[src/hdl/tpm_pkg.sv]
// Package for the trace polynomial mod p block.
// Holds field widths, register indexes, the front-to-back request type
// and the modular add and subtract helpers. Depends on nothing.
`default_nettype none
package tpm_pkg;

  localparam int ModW    = 63;
  localparam int DataW   = 64;
  localparam int WeightW = 11;

  // Configuration register indexes.
  localparam logic [0:0] CFG_MODULUS = 1'b0;
  localparam logic [0:0] CFG_WEIGHT  = 1'b1;

  // One reduced request passed from the front to the back.
  typedef struct packed {
    logic            zero_mod;
    logic [ModW-1:0] t;
    logic [ModW-1:0] n;
  } tpm_job_t;

  // a + b mod m, with a, b < m.
  function automatic logic [ModW-1:0] add_mod(input logic [ModW-1:0] a,
                                              input logic [ModW-1:0] b,
                                              input logic [ModW-1:0] m);
    logic [ModW:0] s;
    s = {1'b0, a} + {1'b0, b};
    if (s >= {1'b0, m}) begin
      s = s - {1'b0, m};
    end
    return s[ModW-1:0];
  endfunction

  // a - b mod m, with a, b < m.
  function automatic logic [ModW-1:0] sub_mod(input logic [ModW-1:0] a,
                                              input logic [ModW-1:0] b,
                                              input logic [ModW-1:0] m);
    logic [ModW:0] d;
    d = {1'b0, a} - {1'b0, b};
    if (a < b) begin
      d = d + {1'b0, m};
    end
    return d[ModW-1:0];
  endfunction

endpackage
`default_nettype wire

[src/hdl/tpm_if.sv]
// Valid/ready channel interfaces for the trace polynomial mod p block.
// Uses the field widths from tpm_pkg.
`default_nettype none
interface tpm_in_if;
  import tpm_pkg::*;
  logic             valid;
  logic             ready;
  logic [DataW-1:0] trace_value;
  logic [DataW-1:0] norm_value;
  modport source (output valid, output trace_value, output norm_value, input ready);
  modport sink (input valid, input trace_value, input norm_value, output ready);
endinterface

interface tpm_out_if;
  import tpm_pkg::*;
  logic            valid;
  logic            ready;
  logic [ModW-1:0] residue;
  modport source (output valid, output residue, input ready);
  modport sink (input valid, input residue, output ready);
endinterface
`default_nettype wire

[src/hdl/tpm_front.sv]
// Front end: accepts a request and reduces t and n into 0..p-1 with a
// bit-serial restoring remainder unit. Depends on tpm_pkg and tpm_in_if.
`default_nettype none
module tpm_front import tpm_pkg::*; (
  input  wire logic            clk_i,
  input  wire logic            rst_ni,
  tpm_in_if.sink               item_i,
  input  wire logic [ModW-1:0] modulus_i,
  output tpm_job_t             job_o,
  output logic                 job_valid_o,
  input  wire logic            job_ready_i
);

  typedef enum logic [1:0] {IDLE, RED_T, RED_N, PUSH} state_e;

  state_e           state_q;
  logic [DataW-1:0] raw_n_q, mag_q, rem_q;
  logic             neg_q, zero_q;
  logic [5:0]       cnt_q;
  logic [ModW-1:0]  t_q, n_q;
  logic [DataW-1:0] rem_shift, rem_next, fin;

  function automatic logic [DataW-1:0] magnitude(input logic [DataW-1:0] x);
    return x[DataW-1] ? (~x + 64'd1) : x;
  endfunction

  // One remainder bit per cycle; fold negative values up at the end.
  always_comb begin
    rem_shift = {rem_q[DataW-2:0], mag_q[DataW-1]};
    rem_next  = (rem_shift >= {1'b0, modulus_i}) ? rem_shift - {1'b0, modulus_i}
                                                 : rem_shift;
    fin       = (neg_q && rem_next != '0) ? {1'b0, modulus_i} - rem_next : rem_next;
  end

  assign item_i.ready = (state_q == IDLE);
  assign job_valid_o  = (state_q == PUSH);
  assign job_o        = '{zero_mod: zero_q, t: t_q, n: n_q};

  // Sequencer for the two reductions.
  always_ff @(posedge clk_i or negedge rst_ni) begin
    if (!rst_ni) begin
      state_q <= IDLE;
      zero_q  <= 1'b0;
      cnt_q   <= '0;
    end else begin
      case (state_q)
        IDLE: begin
          if (item_i.valid) begin
            raw_n_q <= item_i.norm_value;
            mag_q   <= magnitude(item_i.trace_value);
            neg_q   <= item_i.trace_value[DataW-1];
            rem_q   <= '0;
            cnt_q   <= '0;
            t_q     <= '0;
            n_q     <= '0;
            if (modulus_i < 63'd2) begin
              zero_q  <= 1'b1;
              state_q <= PUSH;
            end else begin
              zero_q  <= 1'b0;
              state_q <= RED_T;
            end
          end
        end
        RED_T, RED_N: begin
          mag_q <= mag_q << 1;
          rem_q <= rem_next;
          cnt_q <= cnt_q + 6'd1;
          if (cnt_q == 6'(DataW - 1)) begin
            if (state_q == RED_T) begin
              t_q     <= fin[ModW-1:0];
              mag_q   <= magnitude(raw_n_q);
              neg_q   <= raw_n_q[DataW-1];
              rem_q   <= '0;
              cnt_q   <= '0;
              state_q <= RED_N;
            end else begin
              n_q     <= fin[ModW-1:0];
              state_q <= PUSH;
            end
          end
        end
        PUSH: begin
          if (job_ready_i) begin
            state_q <= IDLE;
          end
        end
        default: state_q <= IDLE;
      endcase
    end
  end

endmodule
`default_nettype wire

[src/hdl/tpm_queue.sv]
// Small register queue between the front and the back.
// Depends on tpm_pkg for the request type.
`default_nettype none
module tpm_queue import tpm_pkg::*; #(
  parameter int Depth = 2
) (
  input  wire logic clk_i,
  input  wire logic rst_ni,
  input  tpm_job_t  push_data_i,
  input  wire logic push_valid_i,
  output logic      push_ready_o,
  output tpm_job_t  pop_data_o,
  output logic      pop_valid_o,
  input  wire logic pop_i
);

  localparam int PtrW = (Depth > 1) ? $clog2(Depth) : 1;
  localparam int CntW = $clog2(Depth + 1);

  tpm_job_t        mem_q [Depth];
  logic [PtrW-1:0] wr_q, rd_q;
  logic [CntW-1:0] cnt_q;
  logic            do_push, do_pop;

  assign push_ready_o = (cnt_q != CntW'(Depth));
  assign pop_valid_o  = (cnt_q != '0);
  assign pop_data_o   = mem_q[rd_q];
  assign do_push      = push_valid_i && push_ready_o;
  assign do_pop       = pop_i && pop_valid_o;

  function automatic logic [PtrW-1:0] bump(input logic [PtrW-1:0] p);
    return (p == PtrW'(Depth - 1)) ? '0 : p + PtrW'(1);
  endfunction

  // Pointers and fill count.
  always_ff @(posedge clk_i or negedge rst_ni) begin
    if (!rst_ni) begin
      wr_q  <= '0;
      rd_q  <= '0;
      cnt_q <= '0;
    end else begin
      if (do_push) wr_q <= bump(wr_q);
      if (do_pop)  rd_q <= bump(rd_q);
      if (do_push && !do_pop) cnt_q <= cnt_q + CntW'(1);
      else if (do_pop && !do_push) cnt_q <= cnt_q - CntW'(1);
    end
  end

  // Entry storage.
  always_ff @(posedge clk_i) begin
    if (do_push) mem_q[wr_q] <= push_data_i;
  end

endmodule
`default_nettype wire

[src/hdl/tpm_mulmod.sv]
// Shift-and-add modular multiplier, one multiplier bit per cycle.
// Depends on tpm_pkg for add_mod.
`default_nettype none
module tpm_mulmod import tpm_pkg::*; (
  input  wire logic            clk_i,
  input  wire logic            rst_ni,
  input  wire logic            start_i,
  input  wire logic [ModW-1:0] a_i,
  input  wire logic [ModW-1:0] b_i,
  input  wire logic [ModW-1:0] m_i,
  output logic                 done_o,
  output logic [ModW-1:0]      result_o
);

  logic            busy_q;
  logic [ModW-1:0] acc_q, addend_q, mult_q;

  assign done_o   = busy_q && (mult_q == '0);
  assign result_o = acc_q;

  // Accumulate doubled addends for each set multiplier bit.
  always_ff @(posedge clk_i or negedge rst_ni) begin
    if (!rst_ni) begin
      busy_q <= 1'b0;
    end else if (start_i) begin
      busy_q   <= 1'b1;
      acc_q    <= '0;
      addend_q <= a_i;
      mult_q   <= b_i;
    end else if (busy_q) begin
      if (mult_q == '0) begin
        busy_q <= 1'b0;
      end else begin
        if (mult_q[0]) acc_q <= add_mod(acc_q, addend_q, m_i);
        addend_q <= add_mod(addend_q, addend_q, m_i);
        mult_q   <= mult_q >> 1;
      end
    end
  end

endmodule
`default_nettype wire

[src/hdl/tpm_back.sv]
// Back end: runs the recurrence P_i = t*P_{i-1} - n*P_{i-2} mod p on the
// shared multiplier and holds the result register. Depends on tpm_pkg,
// tpm_mulmod and tpm_out_if.
`default_nettype none
module tpm_back import tpm_pkg::*; (
  input  wire logic               clk_i,
  input  wire logic               rst_ni,
  input  wire logic [ModW-1:0]    modulus_i,
  input  wire logic [WeightW-1:0] degree_i,
  input  tpm_job_t                job_i,
  input  wire logic               job_valid_i,
  output logic                    pop_o,
  tpm_out_if.source               result_o
);

  typedef enum logic [2:0] {IDLE, MUL_TC, WAIT_TC, MUL_NP, WAIT_NP, EMIT} state_e;

  state_e             state_q;
  logic [ModW-1:0]    t_q, n_q, prev_q, cur_q, x_q, res_q, out_q;
  logic [WeightW-1:0] steps_q;
  logic               out_valid_q;
  logic               mul_start, mul_done, emit_fire;
  logic [ModW-1:0]    mul_a, mul_b, mul_res, next_val;

  assign pop_o           = (state_q == IDLE) && job_valid_i;
  assign mul_start       = (state_q == MUL_TC) || (state_q == MUL_NP);
  assign mul_a           = (state_q == MUL_TC) ? t_q : n_q;
  assign mul_b           = (state_q == MUL_TC) ? cur_q : prev_q;
  assign next_val        = sub_mod(x_q, mul_res, modulus_i);
  assign emit_fire       = (state_q == EMIT) && (!out_valid_q || result_o.ready);
  assign result_o.valid   = out_valid_q;
  assign result_o.residue = out_q;

  tpm_mulmod u_mul (
    .clk_i    (clk_i),
    .rst_ni   (rst_ni),
    .start_i  (mul_start),
    .a_i      (mul_a),
    .b_i      (mul_b),
    .m_i      (modulus_i),
    .done_o   (mul_done),
    .result_o (mul_res)
  );

  // Recurrence sequencer and output register.
  always_ff @(posedge clk_i or negedge rst_ni) begin
    if (!rst_ni) begin
      state_q     <= IDLE;
      out_valid_q <= 1'b0;
      steps_q     <= '0;
    end else begin
      if (emit_fire) out_valid_q <= 1'b1;
      else if (out_valid_q && result_o.ready) out_valid_q <= 1'b0;
      case (state_q)
        IDLE: begin
          if (job_valid_i) begin
            t_q    <= job_i.t;
            n_q    <= job_i.n;
            prev_q <= 63'd1;
            cur_q  <= job_i.t;
            if (job_i.zero_mod) begin
              res_q   <= '0;
              state_q <= EMIT;
            end else if (degree_i == '0) begin
              res_q   <= 63'd1;
              state_q <= EMIT;
            end else if (degree_i == 11'd1) begin
              res_q   <= job_i.t;
              state_q <= EMIT;
            end else begin
              steps_q <= degree_i - 11'd1;
              state_q <= MUL_TC;
            end
          end
        end
        MUL_TC: state_q <= WAIT_TC;
        WAIT_TC: begin
          if (mul_done) begin
            x_q     <= mul_res;
            state_q <= MUL_NP;
          end
        end
        MUL_NP: state_q <= WAIT_NP;
        WAIT_NP: begin
          if (mul_done) begin
            prev_q  <= cur_q;
            cur_q   <= next_val;
            steps_q <= steps_q - 11'd1;
            if (steps_q == 11'd1) begin
              res_q   <= next_val;
              state_q <= EMIT;
            end else begin
              state_q <= MUL_TC;
            end
          end
        end
        EMIT: begin
          if (emit_fire) begin
            out_q   <= res_q;
            state_q <= IDLE;
          end
        end
        default: state_q <= IDLE;
      endcase
    end
  end

endmodule
`default_nettype wire

[src/hdl/trace_polynomial_mod_p.sv]
// Trace polynomial mod p. The front reduces t and n with two bit-serial
// remainders; the back runs the recurrence with two modular multiplies per
// step, each one multiplier bit at a time, and these multiplies set the rate.
// Throughput is one item per back-end run; the front reduces the next item
// meanwhile. Reset is asynchronous, active low: modulus and weight return to 2.
`default_nettype none
module trace_polynomial_mod_p import tpm_pkg::*; #(
  parameter int MAX_WEIGHT = 1024
) (
  input  wire logic            clk_i,
  input  wire logic            rst_ni,
  tpm_in_if.sink               item_i,
  tpm_out_if.source            result_o,
  input  wire logic            cfg_we_i,
  input  wire logic [0:0]      cfg_idx_i,
  input  wire logic [ModW-1:0] cfg_data_i
);

  localparam logic [WeightW-1:0] MaxDeg =
    (MAX_WEIGHT > 2047) ? 11'd2045 : WeightW'(MAX_WEIGHT - 2);

  logic [ModW-1:0]    modulus_q;
  logic [WeightW-1:0] weight_q, degree;
  tpm_job_t           fq_data, bq_data;
  logic               fq_valid, fq_ready, bq_valid, bq_pop;

  // Configuration registers.
  always_ff @(posedge clk_i or negedge rst_ni) begin
    if (!rst_ni) begin
      modulus_q <= 63'd2;
      weight_q  <= 11'd2;
    end else if (cfg_we_i) begin
      case (cfg_idx_i)
        CFG_MODULUS: modulus_q <= cfg_data_i;
        CFG_WEIGHT:  weight_q  <= cfg_data_i[WeightW-1:0];
        default: ;
      endcase
    end
  end

  // Degree from the clamped weight.
  always_comb begin
    if (weight_q < 11'd2) degree = '0;
    else if (weight_q - 11'd2 > MaxDeg) degree = MaxDeg;
    else degree = weight_q - 11'd2;
  end

  tpm_front u_front (
    .clk_i       (clk_i),
    .rst_ni      (rst_ni),
    .item_i      (item_i),
    .modulus_i   (modulus_q),
    .job_o       (fq_data),
    .job_valid_o (fq_valid),
    .job_ready_i (fq_ready)
  );

  tpm_queue #(.Depth(2)) u_queue (
    .clk_i        (clk_i),
    .rst_ni       (rst_ni),
    .push_data_i  (fq_data),
    .push_valid_i (fq_valid),
    .push_ready_o (fq_ready),
    .pop_data_o   (bq_data),
    .pop_valid_o  (bq_valid),
    .pop_i        (bq_pop)
  );

  tpm_back u_back (
    .clk_i       (clk_i),
    .rst_ni      (rst_ni),
    .modulus_i   (modulus_q),
    .degree_i    (degree),
    .job_i       (bq_data),
    .job_valid_i (bq_valid),
    .pop_o       (bq_pop),
    .result_o    (result_o)
  );

  // With a modulus of two or more, a delivered residue lies below the modulus.
  a_res_range: assert property (@(posedge clk_i) disable iff (!rst_ni)
    (result_o.valid && modulus_q >= 63'd2) |-> (result_o.residue < modulus_q))
    else $error("residue not below modulus");

  // A modulus below two gives a zero residue.
  a_res_zero: assert property (@(posedge clk_i) disable iff (!rst_ni)
    (result_o.valid && modulus_q < 63'd2) |-> (result_o.residue == '0))
    else $error("nonzero residue for modulus below two");

  // The front goes busy right after it takes a request.
  a_front_busy: assert property (@(posedge clk_i) disable iff (!rst_ni)
    (item_i.valid && item_i.ready) |=> !item_i.ready)
    else $error("front still ready after accepting a request");

endmodule
`default_nettype wire

[src/flat_wrapper.sv]
// flat-port wrapper written by rule: the top's interface ports become plain ports
module trace_polynomial_mod_p_flat import tpm_pkg::*;
#(
  parameter int MAX_WEIGHT = 1024
)
  (clk_i, rst_ni, cfg_we_i, cfg_idx_i, cfg_data_i, item_i_valid, item_i_trace_value, item_i_norm_value, item_i_ready, result_o_valid, result_o_residue, result_o_ready);
  tpm_in_if item_i_i ();
  tpm_out_if result_o_i ();
  input  wire logic clk_i;
  input  wire logic rst_ni;
  input  wire logic cfg_we_i;
  input  wire logic [0:0] cfg_idx_i;
  input  wire logic [ModW-1:0] cfg_data_i;
  input wire logic [$bits(item_i_i.valid)-1:0] item_i_valid;
  input wire logic [$bits(item_i_i.trace_value)-1:0] item_i_trace_value;
  input wire logic [$bits(item_i_i.norm_value)-1:0] item_i_norm_value;
  output wire logic [$bits(item_i_i.ready)-1:0] item_i_ready;
  output wire logic [$bits(result_o_i.valid)-1:0] result_o_valid;
  output wire logic [$bits(result_o_i.residue)-1:0] result_o_residue;
  input wire logic [$bits(result_o_i.ready)-1:0] result_o_ready;
  assign item_i_i.valid = item_i_valid;
  assign item_i_i.trace_value = item_i_trace_value;
  assign item_i_i.norm_value = item_i_norm_value;
  assign item_i_ready = item_i_i.ready;
  assign result_o_valid = result_o_i.valid;
  assign result_o_residue = result_o_i.residue;
  assign result_o_i.ready = result_o_ready;
  trace_polynomial_mod_p #(.MAX_WEIGHT(MAX_WEIGHT)) u_core (.clk_i(clk_i), .rst_ni(rst_ni), .item_i(item_i_i), .result_o(result_o_i), .cfg_we_i(cfg_we_i), .cfg_idx_i(cfg_idx_i), .cfg_data_i(cfg_data_i));
endmodule
[config.mk]
export PLATFORM = sky130hd
export DESIGN_NAME = trace_polynomial_mod_p_flat
export DESIGN_NICKNAME = d
export VERILOG_FILES = /design/src/hdl/tpm_pkg.sv /design/src/hdl/tpm_if.sv /design/src/hdl/tpm_front.sv /design/src/hdl/tpm_queue.sv /design/src/hdl/tpm_mulmod.sv /design/src/hdl/tpm_back.sv /design/src/hdl/trace_polynomial_mod_p.sv /design/src/flat_wrapper.sv
export SDC_FILE = /design/constraint.sdc
export NUM_CORES = 2
export LEC_CHECK = 0
export ABC_AREA = 1
export BUFFER_PORTS_ARGS = -buffer_cell sky130_fd_sc_hd__buf_4
export CAP_MARGIN = 20
export CORE_MARGIN = 2
export CORE_UTILIZATION = 31
export CTS_CLUSTER_DIAMETER = 100
export DETAILED_ROUTE_END_ITERATION = 10
export SYNTH_ARGS = -nofsm -noshare
export SYNTH_HDL_FRONTEND = slang
export SYNTH_SLANG_ARGS = --single-unit
[constraint.sdc]
create_clock -name clk_i -period 21.5 [get_ports clk_i]
set_input_delay 4.3 -clock clk_i [delete_from_list [all_inputs] [get_ports clk_i]]
set_output_delay 4.3 -clock clk_i [all_outputs]
set_load 0.02 [all_outputs]
==> impl_metrics.ini <==
[synthesis]
synth_edf_count = 1202
synth_top_family_by_area = simple AND/OR/NAND/NOR gates
synth.area.mux_share_pct = 0
syn_inst = 11200
synth-xor-area-share_pct = 3.81
synth_top_area_share_pct = 41.3
yosys.area_share.simple_pct = 24.1
synth.area.top_cells = edfxtp_1, nand2_1, inv_1
synth_largest_area_cell = edfxtp_1
synth_ff_type = edfxtp_1
synth.avg_cell_area_um2 = 7.79
async_flop_share_pct = 7.89
synth-seq-cells = 1305
seq_area_frac_synth_pct = 44.2
syn-num-nets = 11800
yosysWarningCount = 0
synth_compound_area_share_pct = 13.5
synth-adder-area-share_pct = 5.99
synthesis.area_um2 = 87400
synth_cell_types = 67

[setup_path]
worstPathMaxFanout = 39
end_kind = register
critPathLaunchType = register
worstPathArrival_ns = 9.00
rrSetupSlack_ns = 13.02
ff2ff_path_depth = 33
startpoint = u_core.u_back.u_mul.addend_q[2]$_DFFE_PP_
critPathMaxStageDelay_ns = 0.88
r2r_end = u_core.u_back.u_mul.result_o[35]$_SDFFCE_PN0P_
crit_slowest_cell = nor4_1
crit_type = reg2reg
reg2reg_from = u_core.u_back.u_mul.addend_q[2]$_DFFE_PP_
crit_path_frequent_cell = nand2_1
cp-endpoint = u_core.u_back.u_mul.result_o[35]$_SDFFCE_PN0P_
cp.required_ns = 22.02

[finish]
layout_commonest_cell = nand2_1
area_growth_syn_to_layout_pct = 13.7
top_regs = u_core.u_queue.mem_q (254), u_core.u_front.mag_q (64), u_core.u_front.raw_n_q (64)
largest_reg_flops = 254
top_register = u_core.u_queue.mem_q
final_cell_mix = nand2_1, inv_1, edfxtp_1, nor2_1, a21oi_1
drive_gt1_share_pct = 7.00
final_core_util_pct = 35.5
final_nets = 12100
stdcell_count = 15400

[sta]
holdWs_ns = 0.405
setup_viol = 0
hold_viol = 0
finalMaxSlewViolations = 0
timing.fmax_mhz = 118
grt_setup_unrepaired = no
skew_ns = 0.0812
finalCritPeriodShare_pct = 39.4
period_needed_ns = 8.48
setup_tns_ns = 0
worst_slew_margin_rel_pct = 7.28
worstMarginPinSlew_ns = 1.39

[cts]
clock_latency_ns = 0.88
root_buffer = clkbuf_16
cts_buffers = 159
holdBufCountCts = 0
path_clk_slew_ns = 0.06
cts_setup_buffers = 0
clk_path_buf_depth = 4
htreeDepth = 4
cts_sinks = 1305
cts_tree = built
cts.repair.resized = 0

[place]
post-dp-hpwl_mm = 328
place_inst = 15100
numPortBuffers = 261
gp_congestion = 1.13

[global_route]
grt_max_degree = 96
antenna_found_initial = 54
grt_first_pass_wirelength_mm = 569
grt_pass1_vias = 76800
track_usage_pct = 27.8
grt_overflow_total = 0

[route]
wl_mm = 411
drt_iter0_markers = 10300
vias = 82600
drc = 0
routedWlPerCell_um = 26.7
dr.pass1.iters = 9
avgViaCountPerCell = 5.37
antenna_left = 0

[floorplan]
fp.dieH_um = 535
die_w_um = 535
ios = 262
core-area_um2 = 280000
rows = 194
initial_core_util_pct = 31.2
die_area_um2 = 286000

[hold_path]
min_path_type = reg2reg

[outcome]
status = finished, final reports clean

[job]
drv_cap = 0
-- routing by layer --
layer / GRT usage (%) / routed length (um) / vias up / part of all wire [%]
met5: 0.183 / 139 / - / 0.034
met4: 20.1 / 34900 / 24 / 8.5
met3: 6.35 / 38900 / 1153 / 9.5
met2: 42.9 / 178000 / 4238 / 43
met1: 34.2 / 159000 / 39100 / 39
li1: - / - / 38100 / -
-- logic make-up (layout without fill, tap and decap cells) --
| logic type | Yosys count | after routing |
|---|---|---|
| buffers and inverters | 1909 | 2327 |
| adders and majority gates | 415 | 415 |
| AOI/OAI and AO/OA | 2093 | 2093 |
| xor gates and xnor gates | 380 | 380 |
| DFF | 1305 | 1305 |
| and+or+nand+nor | 5118 | 5118 |
| other | 0 | 26 |
-- worst min path at each step --
stage | startpoint | slack [ns] | to | cells after the start
final | u_core.u_back.res_q[1]$_DFFE_PP_ | 0.40 | u_core.u_back.result_o.residue[1]$_DFFE_PP_ | 0
after global routing | u_core.u_back.res_q[1]$_DFFE_PP_ | 0.41 | u_core.u_back.result_o.residue[1]$_DFFE_PP_ | 0
after CTS | u_core.u_back.res_q[1]$_DFFE_PP_ | 0.40 | u_core.u_back.result_o.residue[1]$_DFFE_PP_ | 0
after detailed placement | u_core.u_back.res_q[4]$_DFFE_PP_ | 0.41 | u_core.u_back.result_o.residue[4]$_DFFE_PP_ | 0
after global placement | u_core.u_back.res_q[61]$_DFFE_PP_ | 0.40 | u_core.u_back.result_o.residue[61]$_DFFE_PP_ | 0
after floorplan | u_core.u_back.res_q[0]$_DFFE_PP_ | 0.40 | u_core.u_back.result_o.residue[0]$_DFFE_PP_ | 0
-- cells in the mapped netlist (6+ instances only) --
cell	count
nand2_1	3002
inv_1	1618
edfxtp_1	1202
nor2_1	1117
a21oi_1	868
o21ai_0	618
nand3_1	505
ha_1	409
xor2_1	237
clkbuf_1	191
a31oi_1	147
xnor2_1	143
nor3_1	132
a22oi_1	104
dfrtp_1	101
nand4_1	93
nor4_1	80
o211ai_1	58
o21ai_1	52
nand3b_1	49
o221ai_1	41
a21boi_0	34
nand2_2	33
or2_2	32
o21a_1	31
nor2_2	30
o21bai_1	27
buf_1	25
buf_2	25
inv_2	24
a21o_1	21
o31ai_1	20
o22ai_1	17
a221oi_1	16
buf_6	14
and2_1	12
and3_1	12
buf_4	7
fa_1	6
nor3b_1	6
o2111ai_1	6
o311ai_0	6
-- cell type report --
cell class | count | area [um2]
clock buffer | 189 | 4190
multi-input combinational | 8006 | 41600
fill | 29400 | 180000
antenna | 26 | 65.1
tap | 3724 | 4660
inverter | 1645 | 6180
timing repair buffer | 406 | 3050
sequential | 1305 | 38700
clock inverter | 87 | 1000
-- per-stage QoR --
| stage | setup slack (ns) | instance area, um2 |
|---|---|---|
| after detailed placement | 13.51 | 94100 |
| final | 13.02 | 99400 |
| after global routing | 12.81 | 99400 |
| after CTS | 13.48 | 99300 |
| after global placement | 13.44 | 94100 |
| after floorplan | 5.76 | 87400 |
-- worst max-delay path, delay by kind of cell, from the launching register on --
kind	cells	cell delay [ns]
adder cells (fa/ha/maj)	2	0.85
XOR/XNOR	1	0.38
AO/OA/AOI/OAI	7	2.09
buffers and inverters	4	1.01
AND/OR/NAND/NOR	19	3.35
flip-flops	1	0.46
Power is left out: the tool's default activity adds up to more than one toggle a clock period on the data nets, which glitch-free logic cannot reach.
